===== config.mk =====
export PLATFORM = sky130hd
export DESIGN_NAME = ordered_list_insert_delete
export DESIGN_NICKNAME = d
export VERILOG_FILES = /design/src/oli_pkg.sv /design/src/oli_ram.sv /design/src/oli_ctrl.sv /design/src/oli_dp.sv /design/src/ordered_list_insert_delete.sv
export SDC_FILE = /design/constraint.sdc
export NUM_CORES = 1
export LEC_CHECK = 0
export BUFFER_PORTS_ARGS = -buffer_cell sky130_fd_sc_hd__clkbuf_2
export CAP_MARGIN = 20
export CORE_UTILIZATION = 45
export DETAILED_ROUTE_END_ITERATION = 10
export PLACE_DENSITY = 0.66
export SYNTH_ARGS = -nofsm -noshare
export SYNTH_HDL_FRONTEND = slang
export SYNTH_SLANG_ARGS = --single-unit

===== constraint.sdc =====
create_clock -name clk -period 6.3 [get_ports clk]
set_input_delay 0 -clock clk [delete_from_list [all_inputs] [get_ports clk]]
set_output_delay 0 -clock clk [all_outputs]
set_load 0.01 [all_outputs]

===== src/oli_pkg.sv =====
// Shared types and codes for the ordered list block.
package oli_pkg;

	typedef enum logic [1:0] {
		CMD_PUSH_FRONT,
		CMD_PUSH_BACK,
		CMD_DELETE,
		CMD_DUMP
	} cmd_t;

	typedef enum logic [1:0] {
		ST_OK,
		ST_FULL,
		ST_NOT_FOUND,
		ST_EMPTY
	} status_t;

	// Commands from the controller to the datapath.
	typedef struct packed {
		logic    load;      // latch the key and restart the scan
		logic    wr_front;  // insert the input value at the front
		logic    wr_back;   // insert the input value at the back
		logic    rd;        // issue a read at the scan index
		logic    step;      // process the word returned by the last read
		logic    commit;    // a match was removed: drop one entry
		logic    emit;      // load the result registers
		status_t status;
		logic    item_sel;  // result item comes from the read data
		logic    last;
	} ctl_t;

	// Status from the datapath to the controller.
	typedef struct packed {
		logic full;
		logic empty;
		logic issue_done;  // every live entry has been read
		logic pv;          // read data is fresh
		logic plast;       // fresh read data is the back entry
		logic found;       // a match has been seen, this word included
	} sts_t;

endpackage


===== src/oli_ram.sv =====
// Generic single-port-write, single-port-read RAM with a registered read.
module oli_ram #(
	parameter int WIDTH = 32,
	parameter int DEPTH = 16
) (
	input  logic                     clk,
	input  logic                     we,
	input  logic [$clog2(DEPTH)-1:0] waddr,
	input  logic [WIDTH-1:0]         wdata,
	input  logic                     re,
	input  logic [$clog2(DEPTH)-1:0] raddr,
	output logic [WIDTH-1:0]         rdata
);

	logic [WIDTH-1:0] mem [DEPTH];

	always_ff @(posedge clk) begin
		if (we) begin
			mem[waddr] <= wdata;
		end
		if (re) begin
			rdata <= mem[raddr];
		end
	end

endmodule


===== src/oli_ctrl.sv =====
// Controller state machine for the ordered list block.
module oli_ctrl (
	input  logic           clk,
	input  logic           arst_n,
	input  logic           start,
	input  oli_pkg::cmd_t  cmd,
	input  oli_pkg::sts_t  sts,
	output oli_pkg::ctl_t  ctl,
	output logic           busy,
	output logic           result_valid
);

	typedef enum logic [1:0] {
		S_IDLE,
		S_DEL,
		S_DUMP
	} state_t;

	state_t state_q;
	state_t state_d;

	always_comb begin
		ctl      = '0;
		ctl.status = oli_pkg::ST_OK;
		state_d  = state_q;
		case (state_q)
			S_IDLE: begin
				if (start) begin
					case (cmd)
						oli_pkg::CMD_PUSH_FRONT, oli_pkg::CMD_PUSH_BACK: begin
							ctl.emit = 1'b1;
							ctl.last = 1'b1;
							if (sts.full) begin
								ctl.status = oli_pkg::ST_FULL;
							end else begin
								ctl.wr_front = (cmd == oli_pkg::CMD_PUSH_FRONT);
								ctl.wr_back  = (cmd == oli_pkg::CMD_PUSH_BACK);
							end
						end
						oli_pkg::CMD_DELETE: begin
							if (sts.empty) begin
								ctl.emit   = 1'b1;
								ctl.last   = 1'b1;
								ctl.status = oli_pkg::ST_NOT_FOUND;
							end else begin
								ctl.load = 1'b1;
								state_d  = S_DEL;
							end
						end
						default: begin
							if (sts.empty) begin
								ctl.emit   = 1'b1;
								ctl.last   = 1'b1;
								ctl.status = oli_pkg::ST_EMPTY;
							end else begin
								ctl.load = 1'b1;
								state_d  = S_DUMP;
							end
						end
					endcase
				end
			end
			S_DEL: begin
				ctl.rd   = !sts.issue_done;
				ctl.step = sts.pv;
				if (sts.pv && sts.plast) begin
					ctl.commit = sts.found;
					ctl.emit   = 1'b1;
					ctl.last   = 1'b1;
					ctl.status = sts.found ? oli_pkg::ST_OK : oli_pkg::ST_NOT_FOUND;
					state_d    = S_IDLE;
				end
			end
			S_DUMP: begin
				ctl.rd = !sts.issue_done;
				if (sts.pv) begin
					ctl.emit     = 1'b1;
					ctl.item_sel = 1'b1;
					ctl.last     = sts.plast;
					if (sts.plast) begin
						state_d = S_IDLE;
					end
				end
			end
			default: begin
				state_d = S_IDLE;
			end
		endcase
	end

	always_ff @(posedge clk or negedge arst_n) begin
		if (!arst_n) begin
			state_q      <= S_IDLE;
			result_valid <= 1'b0;
		end else begin
			state_q      <= state_d;
			result_valid <= ctl.emit;
		end
	end

	assign busy = (state_q != S_IDLE);

endmodule


===== src/oli_dp.sv =====
// Datapath for the ordered list block: ring buffer pointers, scan and result registers.
module oli_dp #(
	parameter int DEPTH = 16
) (
	input  logic               clk,
	input  logic               arst_n,
	input  oli_pkg::ctl_t      ctl,
	input  logic signed [31:0] value,
	output oli_pkg::sts_t      sts,
	output logic [1:0]         status,
	output logic signed [31:0] item,
	output logic [6:0]         entry_count,
	output logic               last
);

	localparam int AW = $clog2(DEPTH);
	localparam int CW = $clog2(DEPTH + 1);

	logic [AW-1:0] head_q;
	logic [CW-1:0] count_q;
	logic [CW-1:0] count_d;
	logic [CW-1:0] idx_q;
	logic [CW-1:0] pidx_q;
	logic [CW-1:0] hole_q;
	logic          pv_q;
	logic          found_q;
	logic [31:0]   key_q;

	logic [AW-1:0] front_addr;
	logic          we;
	logic [AW-1:0] waddr;
	logic [31:0]   wdata;
	logic [31:0]   rdata;
	logic          match;

	// Physical slot of a logical position, counted from the head.
	function automatic logic [AW-1:0] phys(input logic [CW-1:0] j);
		logic [CW:0] s;
		s = (CW+1)'(head_q) + (CW+1)'(j);
		if (s >= (CW+1)'(DEPTH)) begin
			s = s - (CW+1)'(DEPTH);
		end
		return AW'(s);
	endfunction

	assign front_addr = (head_q == '0) ? AW'(DEPTH - 1) : head_q - AW'(1);
	assign match      = (rdata == key_q);

	always_comb begin
		we    = ctl.wr_front | ctl.wr_back | (ctl.step & found_q);
		waddr = phys(hole_q);
		wdata = rdata;
		if (ctl.wr_front) begin
			waddr = front_addr;
			wdata = value;
		end else if (ctl.wr_back) begin
			waddr = phys(count_q);
			wdata = value;
		end
	end

	always_comb begin
		count_d = count_q;
		if (ctl.wr_front || ctl.wr_back) begin
			count_d = count_q + CW'(1);
		end else if (ctl.commit) begin
			count_d = count_q - CW'(1);
		end
	end

	oli_ram #(
		.WIDTH(32),
		.DEPTH(DEPTH)
	) u_ram (
		.clk  (clk),
		.we   (we),
		.waddr(waddr),
		.wdata(wdata),
		.re   (ctl.rd),
		.raddr(phys(idx_q)),
		.rdata(rdata)
	);

	always_ff @(posedge clk or negedge arst_n) begin
		if (!arst_n) begin
			head_q  <= '0;
			count_q <= '0;
			idx_q   <= '0;
			pidx_q  <= '0;
			hole_q  <= '0;
			pv_q    <= 1'b0;
			found_q <= 1'b0;
		end else begin
			count_q <= count_d;
			pv_q    <= ctl.rd;
			if (ctl.wr_front) begin
				head_q <= front_addr;
			end
			if (ctl.load) begin
				idx_q   <= '0;
				found_q <= 1'b0;
			end else if (ctl.rd) begin
				idx_q  <= idx_q + CW'(1);
				pidx_q <= idx_q;
			end
			if (ctl.step) begin
				if (found_q || match) begin
					found_q <= 1'b1;
					hole_q  <= pidx_q;
				end
			end
		end
	end

	always_ff @(posedge clk) begin
		if (ctl.load) begin
			key_q <= value;
		end
		if (ctl.emit) begin
			status      <= ctl.status;
			item        <= ctl.item_sel ? rdata : '0;
			entry_count <= 7'(count_d);
			last        <= ctl.last;
		end
	end

	assign sts.full       = (count_q == CW'(DEPTH));
	assign sts.empty      = (count_q == '0);
	assign sts.issue_done = (idx_q == count_q);
	assign sts.pv         = pv_q;
	assign sts.plast      = (pidx_q == count_q - CW'(1));
	assign sts.found      = found_q | match;

endmodule


===== src/ordered_list_insert_delete.sv =====
// Push front and push back write the RAM at acceptance: the result word shows in the cycle after.
// Delete scans the list through the RAM read port, one entry per cycle, closing the gap as it goes;
// its result shows once the back entry has been read, and busy stays high meanwhile.
// Dump emits one word per cycle, from the front of the list to the back.
// Reset clears the entry count and the ring pointers; list storage is left as it was.
// The receiver cannot stall: each result word is valid for exactly one cycle.
module ordered_list_insert_delete #(
	parameter int DEPTH = 16
) (
	input  logic               clk,
	input  logic               arst_n,
	input  logic               start,
	input  logic [1:0]         cmd,
	input  logic signed [31:0] value,
	output logic               busy,
	output logic               result_valid,
	output logic [1:0]         status,
	output logic signed [31:0] item,
	output logic [6:0]         entry_count,
	output logic               last
);

	// The list lives in a ring buffer held in a RAM. The head pointer marks the
	// front entry, so a push at either end is a single write with no shifting.
	// A delete walks the list from the front; once the matching word is found,
	// every later word is written one slot toward the front as it is read back.
	// The controller only sequences; pointers, scan index and result registers
	// all sit in the datapath.

	oli_pkg::ctl_t ctl;
	oli_pkg::sts_t sts;

	oli_ctrl u_ctrl (
		.clk         (clk),
		.arst_n      (arst_n),
		.start       (start),
		.cmd         (oli_pkg::cmd_t'(cmd)),
		.sts         (sts),
		.ctl         (ctl),
		.busy        (busy),
		.result_valid(result_valid)
	);

	oli_dp #(
		.DEPTH(DEPTH)
	) u_dp (
		.clk        (clk),
		.arst_n     (arst_n),
		.ctl        (ctl),
		.value      (value),
		.sts        (sts),
		.status     (status),
		.item       (item),
		.entry_count(entry_count),
		.last       (last)
	);

endmodule


Word level (Yosys, flattened, before mapping)
Memory sizes are Yosys's and may differ from the RTL's. A register that Yosys moved wholly into a read port is not among the register bits.
Cells that the tools add are included.
{"block": "word_totals", "inputBits": 37, "mem_count": 1, "ramBits": 512, "regBits": 101}
{"memory": "u_dp.u_ram.mem", "depth": 16, "word_bits": 32, "rd": 1, "rd_clocked_by_memory_dff": 1, "wr": 1, "line_no": "oli_ram.sv:15", "text": "logic [WIDTH-1:0] mem [DEPTH];"}
{"block": "op_classes", "n_eq_ne": 14, "magnitude_cmp": 3, "reduce_logical": 15, "addsub": 10, "muxes": 50, "bitwise_logic": 5}
{"operator": "32-bit two-way mux", "n": 2}
{"operator": "32-bit == test", "n": 1}
{"operator": "4-bit two-way mux", "n": 7}
{"operator": "2-bit two-way mux", "n": 11}
{"operator": "5-bit two-way mux", "n": 4}
{"operator": "4-bit by 5-bit adder with 6-bit output", "n": 3}
{"operator": "6-bit by 5-bit >= comparator with 1-bit output (second input constant)", "n": 3}
{"operator": "4-bit by 1-bit subtractor with 4-bit output (second input constant)", "n": 4}
{"operator": "1-bit two-way mux", "n": 15}
{"operator": "3-bit two-way mux", "n": 5}
{"operator": "5-bit by 1-bit adder with 5-bit output (second input constant)", "n": 2}
{"operator": "5-bit == test", "n": 2}
{"operator": "2-bit one-hot mux with 2 select lines", "n": 2}
{"operator": "2-bit by 1-bit inequality test with 1-bit output (second input constant)", "n": 3}
{"operator": "2-bit inequality test (second input constant)", "n": 3}
{"operator": "1-bit one-hot mux with 3 select lines", "n": 2}
{"operator": "2-bit one-hot mux with 3 select lines", "n": 1}
{"operator": "3-bit one-hot mux with 2 select lines", "n": 1}
{"operator": "6-bit AND reduction", "n": 1}
{"operator": "5-bit == test (second input constant)", "n": 1}
{"operator": "5-bit logical NOT", "n": 1}
{"operator": "5-bit by 1-bit subtractor with 5-bit output (second input constant)", "n": 1}
{"operator": "2-bit by 1-bit == test with 1-bit output (second input constant)", "n": 2}
{"operator": "2-bit == test (second input constant)", "n": 2}
{"operator": "other kinds (11)", "n": 18}

Longest topological paths before layout
{"block": "logic_depth", "word_depth": 9, "mapped_depth": 13, "mapped_depth_nobuf": 12}

Cells and area by module
Synthesis repeated with hierarchy kept, for this count alone.
{"block": "unflattened", "hier_cells": 1301, "hier_area_um2": 25220.4}
{"module": "oli_ram", "n_inst": 1, "area_each_um2": 20155.6, "cells_per_inst": 838}
{"module": "oli_dp", "n_inst": 1, "area_each_um2": 4770.8, "cells_per_inst": 426}
{"module": "oli_ctrl", "n_inst": 1, "area_each_um2": 294.0, "cells_per_inst": 37}

Least setup slack after synthesis
OpenSTA, ideal clock, no wires.
{"block": "synth_path", "path_type": "register -> register", "startpoint": "reg u_ctrl.state_q[0]", "endpoint": "mem u_dp.u_ram.mem[0][0] (enable)", "setup_time_ns": 0.432, "stages_incl_launch_ff": 14, "slack_ns": 1.539, "t_arrival_ns": 4.329, "path_cell_list": "dfrtp_1 inv_1 ha_1 buf_2 nand3_2 a311oi_4 mux2_2 ha_1 a21oi_1 nand2_1 xor2_1 xor2_1 nand3_1 a21oi_1"}
{"block": "synth_via", "elab_chain_len": 6, "elab_cells_between_ends": 11, "cone_classes": "eq/ne: 1; mux: 6; bitwise: 3; reduce/logical: 1"}
{"item": "start: declaration", "line_no": "oli_ctrl.sv:19", "text": "state_t state_q;"}
{"item": "start signal: assignment", "line_no": "oli_ctrl.sv:96", "text": "state_q <= state_d;"}
{"item": "2-bit by 1-bit == test with 1-bit output or 2-bit logical NOT (tied branches)", "line_no": "oli_ctrl.sv:26", "text": "case (state_q)"}
{"item": "2-bit two-way mux or 3-bit two-way mux (tied branches)", "line_no": "oli_ctrl.sv:26"}
{"item": "1-bit bitwise AND or 1-bit bitwise OR (tied branches)", "line_no": "oli_dp.sv:50", "text": "we = ctl.wr_front | ctl.wr_back | (ctl.step & found_q);"}
{"item": "1-bit bitwise OR", "line_no": "oli_dp.sv:50"}
{"item": "1-bit two-way mux", "line_no": "oli_ram.sv:18", "text": "if (we) begin"}
{"item": "1-bit two-way mux (implied by the code)", "line_no": "oli_ram.sv:19", "text": "mem[waddr] <= wdata;"}
{"item": "end: declaration", "line_no": "oli_ram.sv:15"}
Parallel ways exist; a longest one is shown, timed or not.

Final worst setup path
{"block": "layout_path", "startpoint": "reg u_ctrl.state_q[0]", "endpoint": "mem u_dp.u_ram.mem[11][22] (enable)"}
The elaborated chain is that of the path after synthesis.

==> impl_metrics.yaml <==
clock_network:
  htreeDepth: 3
  cts_tree: "done"
  cts_root_buf: "clkbuf_16"
  clock_sinks: 644
  cts_resized: 0
  clockBufferDepth: 3
  postCtsSetupBuffers: 0
  clk_latency_ps: 610
  cts_inserted_buffers: 68
  clk_pin_slew_worst_paths_ps: 60
  hold_buffers: 37
grt:
  groute.usage.overall_pct: 22.1
  antenna_found_initial: 3
  grt_max_degree: 65
  grt_pass1_wl_mm: 91.0
  overflow: 0
  grt_pass1_vias: 13700
synth:
  synth_mux_area_share_pct: 11.8
  synth-edff-count: 616
  ys_seq_area_share_pct: 74.7
  synthTopCellsByArea: "edfxtp_1 72%, mux4_2 11%, dfrtp_1 2.7%"
  synth-seq-cells: 644
  synth_cell_types: 53
  synth_top_family_by_area: "multiplexers"
  synthCells: 1393
  syn_area_per_cell_sq_um: 18.5
  synth_ff_type: "edfxtp_1"
  synth_area_sq_um: 25700
  synth-simple-area-share_pct: 5.75
  netlist.area_leader.share_pct: 71.9
  synth-compound-area-share_pct: 3.26
  async_flop_share_pct: 4.35
  yosysTopAreaCell: "edfxtp_1"
  ys_warn_count: 0
  synthAdderAreaFrac_pct: 0.983
  synthXorXnorAreaFrac_pct: 2.04
routing:
  num_vias: 13500
  dr.pass1.iters: 5
  vias_per_cell: 5.73
  post_drt_wl_per_cell_um: 26.4
  ant_nets: 0
  drc_errors: 0
  drt_iter0_drc: 1364
  wl_mm: 62.0
setup_path:
  path_common_cell: "ha_1"
  slowest_delay_ps: 780
  critPathMaxFanout: 19
  worstSetupPathType: "register to register"
  path_buf_inv: 2
  cp-start-kind: "register"
  critPathRequiredTime_ps: 6590
  critical_path.cell_chain: "inv_1 -> ha_1 -> nand3_2 -> a311oi_4 -> mux2_2 -> ha_1 -> a21oi_1 -> nand2_1 -> xor2_1 -> xnor2_1 -> a31oi_1 -> nor2_4 -> buf_4"
  critical-path-slowest-cell: "nor2_4"
  cp.arrival_ps: 4950
  setup.worst_path.end_class: "register"
  cp_top_family: "simple AND/OR/NAND/NOR gates"
power:
  seqPwrFrac_pct: 35.6
  power_density_nw_per_um2: 593
  ir_drop_mv: 0.489
  power_frac_clock_pct: 23.8
  p_int_mw: 11.4
  power_frac_comb_pct: 40.6
  power.leakage_nw: 10.1
  p_sw_share_pct: 36.1
  p_switching_mw: 6.42
sta:
  rsz0062_at_grt: "no"
  setup_tns_ps: 0
  max_slew.worst_pin.slew_ps: 1080
  finalHoldViolCount: 0
  finalCritPeriodShare_pct: 73.8
  finClkSkew_ps: 23.8
  slew-limit-headroom_pct: 27.7
  period_minus_slack_ps: 4650
  fmax_ghz: 0.215
  maxSlewViolCount: 0
  whs_ps: 19.5
  finalSetupViolations: 0
layout:
  fin_nets: 1597
  finish.utilization_pct: 53.3
  antenna_cells: 0
  area_delta_synth_final_pct: 16.8
  drive_gt1_share_pct: 24.2
floorplanning:
  dieArea_sq_um: 58100
  ioPinCount: 81
  floorplan.rows: 87
  die_y_um: 241
  initial_core_util_pct: 45.6
  die_w_um: 241
  core_area_sq_um: 56400
job:
  drv_cap: 0
worst_hold_path:
  hold_class: "input pin to asynchronous set/reset pin"
place:
  gp_congestion: 0.881
  portBuffers: 78
  dp.final_hpwl_mm: 37.7
run_status:
  outcome: "completed"
==> placed cells by master (no fill, tap or decap), drive strengths merged, types with 5 or more instances in the layout <==
| cell type | instances |
|---|---|
| ha | 17 |
| clkinv | 20 |
| dfrtp | 28 |
| edfxtp | 616 |
| a31oi | 37 |
| o21ai | 8 |
| bufinv | 12 |
| dlygate4sd3 | 37 |
| nor2 | 30 |
| nor3 | 5 |
| a21oi | 17 |
| clkbuf | 162 |
| mux4 | 128 |
| nand2 | 180 |
| inv | 19 |
| xnor2 | 40 |
| nand3 | 12 |
| buf | 35 |
| mux2 | 11 |
| nand4 | 9 |
| xor2 | 20 |
| and3 | 34 |
| and2 | 33 |
| a211oi | 33 |
==> power groups by stage <==
stage | Sequential (mW) | Clock, mW | Combinational, mW
global route | 6.38 | 4.45 | 7.75
global placement | 6.39 | 0 | 7.19
CTS | 6.33 | 4.30 | 7.32
floorplan | 6.28 | 0 | 4.89
finish | 6.33 | 4.24 | 7.23
detailed placement | 6.41 | 0 | 7.25
==> through the flow <==
step / power [mW] / instances / area [sq um] / worst slack [ps]
finish: 17.8 / 2348 / 30000 / 1650
detailed placement: 13.7 / 2189 / 27300 / 1670
floorplan: 11.2 / 1394 / 25700 / 1540
global route: 18.6 / 2348 / 30000 / 1360
CTS: 17.9 / 2347 / 30000 / 1640
global placement: 13.6 / 2186 / 27200 / 1640
==> flip-flops by register name (all words and copies together) (netlist names) <==
register             flops
u_dp.u_ram.mem         512
u_dp.item               32
u_dp.key_q              32
u_dp.u_ram.rdata        32
u_dp.count_q             5
u_dp.entry_count         5
u_dp.idx_q               5
u_dp.pidx_q              5
u_dp.head_q              4
u_dp.hole_q              4
u_ctrl.state_q           2
u_dp.status              2
u_ctrl.result_valid      1
u_dp.found_q             1
u_dp.last                1
u_dp.pv_q                1
==> worst paths after layout <==
kind,slack [ps],start,end,depth (start not counted)
setup / recovery,1650,u_ctrl.state_q[0],u_dp.u_ram.mem[11][22],13
hold / removal,20,arst_n,u_dp.pidx_q[2],2
setup reg to reg,1650,u_ctrl.state_q[0],u_dp.u_ram.mem[11][22],13
hold reg to reg,510,u_dp.hole_q[2],u_dp.hole_q[2],1
max in group asynchronous,5790,arst_n,u_ctrl.result_valid,2
min in group clk,120,value[17],u_dp.key_q[17],2
==> metal layers <==
layer / routed length [um] / up-vias / global-route usage (%)
met2: 29800 / 607 / 35.2
met4: 2070 / 2 / 9.03
met5: 13 / - / 0
li1: - / 5800 / -
met1: 24800 / 6943 / 29.2
met3: 5340 / 113 / 5.43
==> Yosys cell counts (5+ instances only) <==
| cell type | count |
|---|---|
| a21oi_1 | 17 |
| ha_1 | 17 |
| nand4_1 | 9 |
| nor3_1 | 5 |
| clkbuf_1 | 43 |
| xnor2_1 | 40 |
| edfxtp_1 | 616 |
| a31oi_1 | 37 |
| buf_4 | 8 |
| buf_2 | 18 |
| mux2_2 | 11 |
| xor2_1 | 20 |
| o21ai_0 | 8 |
| mux4_2 | 128 |
| inv_1 | 17 |
| and3_1 | 34 |
| nor2_1 | 27 |
| nand3_1 | 11 |
| a211oi_1 | 33 |
| dfrtp_1 | 28 |
| nand2_1 | 180 |
| and2_1 | 33 |
==> area by class of cell <==
| type | count | area (sq um) |
|---|---|---|
| fill | 4415 | 26400 |
| sequential | 644 | 19200 |
| tap | 756 | 946 |
| multi-input combinational | 660 | 6350 |
| timing repair buffer | 150 | 1110 |
| clock inverter | 37 | 510 |
| clock buffer | 84 | 1860 |
| inverter | 17 | 63.8 |
==> cells by family after synthesis <==
group,Yosys count
other cells,1
buf+inv,90
compound gates,119
fa+ha+maj,19
xor+xnor,60
flops,644
mux,141
simple gates,319
Power figures use the tool's default switching activity.
